===== src/rtl/upsc_pkg.sv =====
// upsc_pkg: shared widths, register indexes and row selection type for the
// 2x bilinear upscaler. No dependencies.
package upsc_pkg;

  localparam int unsigned PIX_W      = 8;
  localparam int unsigned ROW_W      = 13;
  localparam int unsigned COL_W      = 7;
  localparam int unsigned RCNT_W     = 12;
  localparam int unsigned CFG_DATA_W = 13;
  localparam int unsigned CFG_IDX_W  = 2;
  localparam int unsigned MAX_HEIGHT = 4096;

  localparam logic [CFG_IDX_W-1:0] CFG_SOURCE_WIDTH  = 2'd0;
  localparam logic [CFG_IDX_W-1:0] CFG_SOURCE_HEIGHT = 2'd1;

  localparam logic [COL_W-1:0] WIDTH_RESET  = 7'd64;
  localparam logic [ROW_W-1:0] HEIGHT_RESET = 13'd64;

  typedef enum logic [1:0] {
    ROW_ABOVE = 2'd0,
    ROW_MID   = 2'd1,
    ROW_BELOW = 2'd2
  } rsel_e;

endpackage


===== src/rtl/upsc_pix_if.sv =====
// upsc_pix_if: source pixel request channel (valid, ready, pixel_in).
// Depends on upsc_pkg.
interface upsc_pix_if import upsc_pkg::*; ();
  logic             valid;
  logic             ready;
  logic [PIX_W-1:0] pixel_in;

  modport source (output valid, output pixel_in, input ready);
  modport sink   (input valid, input pixel_in, output ready);
endinterface


===== src/rtl/upsc_res_if.sv =====
// upsc_res_if: output pixel request channel with coordinates and run flags.
// Depends on upsc_pkg.
interface upsc_res_if import upsc_pkg::*; ();
  logic             valid;
  logic             ready;
  logic [ROW_W-1:0] out_row;
  logic [COL_W-1:0] out_col;
  logic [PIX_W-1:0] pixel_out;
  logic             run_last;
  logic             frame_done;

  modport source (output valid, output out_row, output out_col, output pixel_out,
                  output run_last, output frame_done, input ready);
  modport sink   (input valid, input out_row, input out_col, input pixel_out,
                  input run_last, input frame_done, output ready);
endinterface


===== src/rtl/bilinear_2x_upscaler.sv =====
// bilinear_2x_upscaler: 2x bilinear upscaler with a one-row line store.
// Depends on upsc_pkg, upsc_pix_if, upsc_res_if.
// The first result of a request passes the stage 1, sequencer and output registers.
// Throughput: one result per cycle from the output register while dst.ready is
// high; interior requests give 4 results, last column 8, last pixel 12.
// Reset: asynchronous, active low; clears counters, neighbours and flags.
// The line store is not cleared.
module bilinear_2x_upscaler import upsc_pkg::*; #(
  parameter int unsigned MAX_WIDTH = 64
) (
  input  logic                  clk_i,
  input  logic                  rst_ni,
  input  logic                  cfg_we_i,
  input  logic [CFG_IDX_W-1:0]  cfg_idx_i,
  input  logic [CFG_DATA_W-1:0] cfg_data_i,
  upsc_pix_if.sink              src,
  upsc_res_if.source            dst
);

  localparam int unsigned CW  = (MAX_WIDTH > 1) ? $clog2(MAX_WIDTH) : 1;
  localparam int unsigned CFW = (CW + 2 > COL_W) ? CW + 2 : COL_W;

  logic [PIX_W-1:0] row_store [MAX_WIDTH];

  logic [COL_W-1:0]  width_q, width_d;
  logic [ROW_W-1:0]  height_q, height_d;
  logic [CW-1:0]     col_q, col_d;
  logic [RCNT_W-1:0] row_q, row_d;
  logic [PIX_W-1:0]  left_q, left_d, uleft_q, uleft_d;

  logic [COL_W-1:0] w_eff;
  logic [ROW_W-1:0] h_eff;
  logic             last_col, last_row;

  logic              s1_vld_q, s1_vld_d;
  logic [PIX_W-1:0]  s1_pix_q, rd_q;
  logic [CW-1:0]     s1_col_q;
  logic [RCNT_W-1:0] s1_row_q;
  logic              s1_lcol_q, s1_lrow_q;
  logic [PIX_W-1:0]  s1_up;

  logic              j_vld_q, j_vld_d;
  logic [PIX_W-1:0]  j_p_q, j_l_q, j_ul_q, j_up_q;
  logic [CW-1:0]     j_col_q;
  logic [RCNT_W-1:0] j_row_q;
  logic              j_lcol_q, j_lrow_q;
  rsel_e             rsel_q, rsel_d, rlast;
  logic [1:0]        csel_q, csel_d, clast;

  logic             o_vld_q, o_vld_d;
  logic [ROW_W-1:0] o_row_q;
  logic [COL_W-1:0] o_col_q;
  logic [PIX_W-1:0] o_pix_q;
  logic             o_last_q, o_done_q;

  logic accept, s1_go, j_load, emit, at_last, j_fin;
  logic [PIX_W+1:0] sum_h, sum_v, sum_hv, sum4;
  logic [PIX_W-1:0] val;
  logic [ROW_W-1:0] row_base, row_val;
  logic [CFW-1:0]   col_full;

  // effective frame size
  always_comb begin
    if (width_q < 7'd2) begin
      w_eff = 7'd2;
    end else if (32'(width_q) > MAX_WIDTH) begin
      w_eff = COL_W'(MAX_WIDTH);
    end else begin
      w_eff = width_q;
    end
    if (height_q < 13'd2) begin
      h_eff = 13'd2;
    end else if (32'(height_q) > MAX_HEIGHT) begin
      h_eff = ROW_W'(MAX_HEIGHT);
    end else begin
      h_eff = height_q;
    end
    last_col = (32'(col_q) + 32'd1) >= 32'(w_eff);
    last_row = (32'(row_q) + 32'd1) >= 32'(h_eff);
  end

  // handshake and stage movement
  assign emit     = j_vld_q && (!o_vld_q || dst.ready);
  assign at_last  = (rsel_q == rlast) && (csel_q == clast);
  assign j_fin    = emit && at_last;
  assign s1_go    = s1_vld_q && ((s1_col_q == '0) || !j_vld_q || j_fin);
  assign j_load   = s1_go && (s1_col_q != '0);
  assign src.ready = !s1_vld_q || s1_go;
  assign accept   = src.valid && src.ready;
  assign s1_up    = (s1_row_q != '0) ? rd_q : '0;

  // frame counters and configuration
  always_comb begin
    width_d  = width_q;
    height_d = height_q;
    col_d    = col_q;
    row_d    = row_q;
    if (cfg_we_i && (cfg_idx_i == CFG_SOURCE_WIDTH)) begin
      width_d = cfg_data_i[COL_W-1:0];
      col_d   = '0;
      row_d   = '0;
    end else if (cfg_we_i && (cfg_idx_i == CFG_SOURCE_HEIGHT)) begin
      height_d = cfg_data_i;
      col_d    = '0;
      row_d    = '0;
    end else if (accept) begin
      if (last_col) begin
        col_d = '0;
        row_d = last_row ? '0 : row_q + 1'b1;
      end else begin
        col_d = col_q + 1'b1;
      end
    end
  end

  // neighbour registers follow stage 1 in order
  always_comb begin
    left_d  = left_q;
    uleft_d = uleft_q;
    if (s1_go) begin
      left_d  = s1_pix_q;
      uleft_d = s1_up;
    end
  end

  always_comb begin
    s1_vld_d = accept ? 1'b1 : (s1_go ? 1'b0 : s1_vld_q);
    j_vld_d  = j_load ? 1'b1 : (j_fin ? 1'b0 : j_vld_q);
    o_vld_d  = emit ? 1'b1 : (dst.ready ? 1'b0 : o_vld_q);
  end

  // result sequencer
  always_comb begin
    rlast = j_lrow_q ? ROW_BELOW : ROW_MID;
    clast = j_lcol_q ? 2'd3 : 2'd1;
    rsel_d = rsel_q;
    csel_d = csel_q;
    if (j_load) begin
      rsel_d = (s1_row_q != '0) ? ROW_ABOVE : ROW_MID;
      csel_d = 2'd0;
    end else if (emit && !at_last) begin
      if (csel_q == clast) begin
        csel_d = 2'd0;
        unique case (rsel_q)
          ROW_ABOVE: rsel_d = ROW_MID;
          default:   rsel_d = ROW_BELOW;
        endcase
      end else begin
        csel_d = csel_q + 2'd1;
      end
    end
  end

  always_comb begin
    sum_h  = {2'b00, j_l_q} + {2'b00, j_p_q};
    sum_v  = {2'b00, j_ul_q} + {2'b00, j_l_q};
    sum_hv = {2'b00, j_up_q} + {2'b00, j_p_q};
    sum4   = sum_v + sum_hv;
    unique case (rsel_q)
      ROW_ABOVE: begin
        unique case (csel_q)
          2'd0:    val = sum_v[PIX_W:1];
          2'd1:    val = sum4[PIX_W+1:2];
          default: val = sum_hv[PIX_W:1];
        endcase
      end
      default: begin
        unique case (csel_q)
          2'd0:    val = j_l_q;
          2'd1:    val = sum_h[PIX_W:1];
          default: val = j_p_q;
        endcase
      end
    endcase
    row_base = {j_row_q, 1'b0};
    unique case (rsel_q)
      ROW_ABOVE: row_val = row_base - 1'b1;
      ROW_MID:   row_val = row_base;
      default:   row_val = row_base | 13'd1;
    endcase
    col_full = CFW'({j_col_q, 1'b0}) - CFW'(2) + CFW'(csel_q);
  end

  // line store: read-first, one read and one write per request
  always_ff @(posedge clk_i) begin
    if (accept) begin
      rd_q                <= row_store[col_q];
      row_store[col_q]    <= src.pixel_in;
    end
  end

  always_ff @(posedge clk_i) begin
    if (accept) begin
      s1_pix_q  <= src.pixel_in;
      s1_col_q  <= col_q;
      s1_row_q  <= row_q;
      s1_lcol_q <= last_col;
      s1_lrow_q <= last_row;
    end
    if (j_load) begin
      j_p_q    <= s1_pix_q;
      j_l_q    <= left_q;
      j_ul_q   <= uleft_q;
      j_up_q   <= s1_up;
      j_col_q  <= s1_col_q;
      j_row_q  <= s1_row_q;
      j_lcol_q <= s1_lcol_q;
      j_lrow_q <= s1_lrow_q;
    end
    if (emit) begin
      o_row_q  <= row_val;
      o_col_q  <= col_full[COL_W-1:0];
      o_pix_q  <= val;
      o_last_q <= at_last;
      o_done_q <= at_last && j_lcol_q && j_lrow_q;
    end
  end

  always_ff @(posedge clk_i or negedge rst_ni) begin
    if (!rst_ni) begin
      width_q  <= WIDTH_RESET;
      height_q <= HEIGHT_RESET;
      col_q    <= '0;
      row_q    <= '0;
      left_q   <= '0;
      uleft_q  <= '0;
      s1_vld_q <= 1'b0;
      j_vld_q  <= 1'b0;
      o_vld_q  <= 1'b0;
      rsel_q   <= ROW_MID;
      csel_q   <= 2'd0;
    end else begin
      width_q  <= width_d;
      height_q <= height_d;
      col_q    <= col_d;
      row_q    <= row_d;
      left_q   <= left_d;
      uleft_q  <= uleft_d;
      s1_vld_q <= s1_vld_d;
      j_vld_q  <= j_vld_d;
      o_vld_q  <= o_vld_d;
      rsel_q   <= rsel_d;
      csel_q   <= csel_d;
    end
  end

  assign dst.valid      = o_vld_q;
  assign dst.out_row    = o_row_q;
  assign dst.out_col    = o_col_q;
  assign dst.pixel_out  = o_pix_q;
  assign dst.run_last   = o_last_q;
  assign dst.frame_done = o_done_q;

endmodule


===== src/flat_wrapper.sv =====
// flat-port wrapper written by rule: the top's interface ports become plain ports
module bilinear_2x_upscaler_flat import upsc_pkg::*;
#(
  parameter int unsigned MAX_WIDTH = 64
)
  (clk_i, rst_ni, cfg_we_i, cfg_idx_i, cfg_data_i, src_valid, src_pixel_in, src_ready, dst_valid, dst_out_row, dst_out_col, dst_pixel_out, dst_run_last, dst_frame_done, dst_ready);
  upsc_pix_if src_i ();
  upsc_res_if dst_i ();
  input  logic clk_i;
  input  logic rst_ni;
  input  logic cfg_we_i;
  input  logic [CFG_IDX_W-1:0] cfg_idx_i;
  input  logic [CFG_DATA_W-1:0] cfg_data_i;
  input wire logic [$bits(src_i.valid)-1:0] src_valid;
  input wire logic [$bits(src_i.pixel_in)-1:0] src_pixel_in;
  output wire logic [$bits(src_i.ready)-1:0] src_ready;
  output wire logic [$bits(dst_i.valid)-1:0] dst_valid;
  output wire logic [$bits(dst_i.out_row)-1:0] dst_out_row;
  output wire logic [$bits(dst_i.out_col)-1:0] dst_out_col;
  output wire logic [$bits(dst_i.pixel_out)-1:0] dst_pixel_out;
  output wire logic [$bits(dst_i.run_last)-1:0] dst_run_last;
  output wire logic [$bits(dst_i.frame_done)-1:0] dst_frame_done;
  input wire logic [$bits(dst_i.ready)-1:0] dst_ready;
  assign src_i.valid = src_valid;
  assign src_i.pixel_in = src_pixel_in;
  assign src_ready = src_i.ready;
  assign dst_valid = dst_i.valid;
  assign dst_out_row = dst_i.out_row;
  assign dst_out_col = dst_i.out_col;
  assign dst_pixel_out = dst_i.pixel_out;
  assign dst_run_last = dst_i.run_last;
  assign dst_frame_done = dst_i.frame_done;
  assign dst_i.ready = dst_ready;
  bilinear_2x_upscaler #(.MAX_WIDTH(MAX_WIDTH)) u_core (.clk_i(clk_i), .rst_ni(rst_ni), .cfg_we_i(cfg_we_i), .cfg_idx_i(cfg_idx_i), .cfg_data_i(cfg_data_i), .src(src_i), .dst(dst_i));
endmodule

===== config.mk =====
export PLATFORM = sky130hd
export DESIGN_NAME = bilinear_2x_upscaler_flat
export DESIGN_NICKNAME = d
export VERILOG_FILES = /design/src/rtl/upsc_pkg.sv /design/src/rtl/upsc_pix_if.sv /design/src/rtl/upsc_res_if.sv /design/src/rtl/bilinear_2x_upscaler.sv /design/src/flat_wrapper.sv
export SDC_FILE = /design/constraint.sdc
export NUM_CORES = 1
export LEC_CHECK = 0
export BUFFER_PORTS_ARGS = -buffer_cell sky130_fd_sc_hd__buf_2
export CORE_MARGIN = 2
export CORE_UTILIZATION = 25
export DETAILED_ROUTE_END_ITERATION = 8
export GPL_TIMING_DRIVEN = 0
export PLACE_DENSITY = 0.43
export SLEW_MARGIN = 20
export SYNTH_ARGS = -nofsm -noshare
export SYNTH_HDL_FRONTEND = slang
export SYNTH_SLANG_ARGS = --single-unit

===== constraint.sdc =====
create_clock -name clk_i -period 4.8 [get_ports clk_i]
set_input_delay 0.48 -clock clk_i [delete_from_list [all_inputs] [get_ports clk_i]]
set_output_delay 0.48 -clock clk_i [all_outputs]
set_load 0.005 [all_outputs]

==> flow_summary_export.csv <==
group,metric,value,unit
cts,cts_root_buffer,"clkbuf_16",
synthesis,synth-edff-count,630,
synthesis,postSynth.asyncResetShare,0.0883,
placement,dp_hpwl,62200,um
worst_setup_path,worstSetupPathType,"flop to flop",
cells_and_area,nNetsFinal,2080,
global_route,antenna_found_initial,4,
timing,hold_viol_final,0,
cts,cts_tree,"built",
worst_setup_path,startpoint,"u_core.s1_col_q[2]$_DFFE_PP_",
timing,maxSlewViolCount,0,
cells_and_area,antenna_cells,0,
floorplanning,initial_utilization,0.252,
cts,cts_buffers,77,
cells_and_area,final_layout_size_suffix_gt1_frac,0.226,
synthesis,synthesis.area,0.0292,mm2
worst_setup_path,required,5.04,ns
route,drc_errors,0,
route,postRouteAntennaNets,0,
route,vias_per_cell,4.96,
route,firstDrtPassIters,5,
job,maxCapViolCount,0,
timing,clock.fmax,215,MHz
global_route,overflow,0,
power,vdd_ir_drop_max,0.000223,V
cells_and_area,multi_input_area,0.00822,mm2
route,initialDrtViolationCount,1749,
cells_and_area,area_delta_synth_final,18.0,%
min_path,hp-class,"input port to flop",
global_route,grt_pass1_wl,133000,um
cells_and_area,layout_common_cells,"edfxtp_1 (630), nor2_1 (107), buf_2 (107)",
synthesis,ys_warn_count,0,
cts,clock_path_buffers,3,
worst_setup_path,r2r-start,"u_core.s1_col_q[2]$_DFFE_PP_",
worst_setup_path,cp-end-kind,"flop",
timing,holdWs,0.0884,ns
power,power.density,562,mW/mm2
timing,period_minus_slack,4.66,ns
synthesis,yosysUniqueCellTypes,81,
worst_setup_path,startpoint_type,"flop",
synthesis,ys_seq_area_frac,0.701,
min_path,hp-start,"cfg_data_i[6]",
floorplanning,num_rows,125,
timing,rsz0062_at_grt,"true",
cells_and_area,fillers,11600,
global_route,grt_start_max_net_pins,66,
route,finalWirelength,93000,um
timing,clock_skew,0.0256,ns
floorplanning,core_area,0.116,mm2
cts,htree_levels,3,
route,routedWlPerCell,26.0,um
timing,setup_viol,0,
worst_setup_path,path_cells,"nor4_1 -> nand2_1 -> a31o_1 -> buf_2 -> inv_2 -> nand3_1 -> nor2_1",
placement,port_buffers,59,
worst_setup_path,slowest_delay,1.04,ns
timing,fin_setup_tns,0,ns
global_route,grt_usage,0.154,
worst_setup_path,crit_fanout,44,
synthesis,syn_nets,1903,
power,power.static_leakage,0.0115,uW
run_status,outcome,"complete, no violations",
worst_setup_path,cp_slowest_cell,"nor2_1",
synthesis,syn_inst,1810,
timing,fin_crit_sh,0.970,
cells_and_area,fin_util,0.297,
worst_setup_path,worst_ep_arrival_time,4.89,ns
synthesis,synth_top_flop_cell,"edfxtp_1",
cts,clk_pin_slew,0.06,ns
floorplanning,die_y,346,um
cts,worstSkewPairLatency,0.64,ns
global_route,grt_pass1_vias,17900,
synthesis,avgSynthCellArea,16.1,um2
cts,clock_sinks,691,
route,vias,17700,
timing,worst_pin_slew,1.25,ns
floorplanning,die_w,346,um
synthesis,ys_seq_elements,691,
timing,maxSlewHeadroom,0.163,
placement,place_congestion,0.915,
floorplanning,ioPinCount,60,
cells_and_area,final_common_cell,"edfxtp_1",
floorplanning,dieArea,0.120,mm2
cells_and_area,regArea,0.0204,mm2
## per-layer routing
| metal | GRT usage | wire (um) |
|---|---|---|
| met4 | 0.0460 | 3090 |
| met5 | 0 | 41 |
| met1 | 0.205 | 40000 |
| met3 | 0.0303 | 5960 |
| met2 | 0.253 | 43900 |
## worst paths after layout
path	slack [ns]	to	cells after the start
max	0.14	u_core.row_store[53][6]$_DFFE_PP_	7
min	0.09	u_core.width_q[6]$_DFFE_PN1P_	3
max reg2reg	0.14	u_core.row_store[53][6]$_DFFE_PP_	7
min reg2reg	0.42	u_core.j_lrow_q$_DFFE_PP_	0
max in group asynchronous	3.94	u_core.height_q[6]$_DFFE_PN1P_	3
min in group asynchronous	0.25	u_core.uleft_q[0]$_DFFE_PN0P_	2
## area by class of cell
type                       count  share of cell area
multi-input combinational    989               0.239
tap                         1524              0.0554
clock buffer                  96              0.0611
clock inverter                42              0.0119
buffer                        92              0.0166
timing repair buffer          99              0.0183
inverter                      37             0.00403
sequential                   691               0.594
## power by group
group	internal [uW]	switching, uW
Sequential	7220	267
Combinational	2130	3790
Clock	3490	2450
Total	12800	6510
## sequential cells by signal, indices dropped and copies added, names as in the netlist, 8 cells and up
register and cells:
u_core.j_up_q 8, u_core.j_l_q 8, u_core.left_q 8, u_core.j_p_q 8
u_core.j_row_q 12, u_core.dst.out_row 13, u_core.row_q 12, u_core.height_q 13
u_core.row_store 512, u_core.dst.pixel_out 8, u_core.s1_pix_q 8, u_core.uleft_q 8
u_core.s1_row_q 12, u_core.j_ul_q 8, u_core.rd_q 8
## synth_stat cells, types with 6 or more instances
| cell type | count | area (um2) |
|---|---|---|
| edfxtp_1 | 630 | 18900 |
| nor2_1 | 111 | 417 |
| nand2_1 | 72 | 270 |
| a221oi_1 | 71 | 622 |
| mux2_2 | 71 | 800 |
| ha_1 | 61 | 763 |
| dfrtp_1 | 58 | 1450 |
| mux2i_1 | 58 | 581 |
| a21oi_1 | 52 | 260 |
| o21ai_0 | 47 | 235 |
| mux4_2 | 43 | 968 |
| nor4_1 | 36 | 225 |
| buf_2 | 34 | 170 |
| inv_1 | 34 | 128 |
| a22oi_1 | 32 | 240 |
| nand3_1 | 28 | 140 |
| clkbuf_1 | 26 | 97.6 |
| xnor2_1 | 25 | 219 |
| o22ai_1 | 23 | 144 |
| a22o_1 | 19 | 166 |
| xor2_1 | 19 | 166 |
| and2_1 | 14 | 87.6 |
| buf_6 | 14 | 158 |
| nor3_1 | 14 | 70.1 |
| a21o_1 | 13 | 97.6 |
| buf_4 | 12 | 90.1 |
| nand2b_1 | 12 | 75.1 |
| o221ai_1 | 12 | 105 |
| or3_1 | 11 | 68.8 |
| a211oi_1 | 10 | 75.1 |
| a31oi_1 | 8 | 50.1 |
| o21a_1 | 8 | 60.1 |
| and3_1 | 7 | 43.8 |
| nor2b_1 | 7 | 43.8 |
| o211ai_1 | 7 | 52.6 |
| a221oi_2 | 6 | 90.1 |
| o31a_1 | 6 | 52.6 |
| or2_2 | 6 | 37.5 |
| or4_1 | 6 | 45.0 |
## worst max-delay path: cells and delay by family, from the launching register on
family,cells,cell delay [ns]
buf+inv,2,0.95
flops,1,0.40
compound gates,1,0.23
simple gates,4,2.66
## timing repair
item                       in CTS  in global routing
hold buffers                    1                  0
gates resized for setup         1                  5
setup buffers                   0                  0
setup endpoints to repair      13                141
hold endpoints to repair       20                  0
## metrics by stage
| step | setup WS, ns | power (uW) | cells | cell area, um2 |
|---|---|---|---|---|
| after floorplan | 0.249 | 11100 | 1810 | 29200 |
| after global placement | -1.17 | 13400 | 3393 | 31400 |
| after detailed placement | -0.116 | 13500 | 3432 | 31900 |
| after CTS | 0.0818 | 19500 | 3571 | 34400 |
| after global routing | -0.0751 | 20200 | 3570 | 34400 |
| final | 0.144 | 19300 | 3570 | 34400 |
## logic make-up after synthesis
family,after synthesis,synth area share
simple gates,350,0.0595
mux,177,0.0846
flops,691,0.701
buf+inv,130,0.0244
compound gates,353,0.0889
fa+ha+maj,65,0.0289
xor+xnor,44,0.0132
Power figures use the tool's default switching activity.
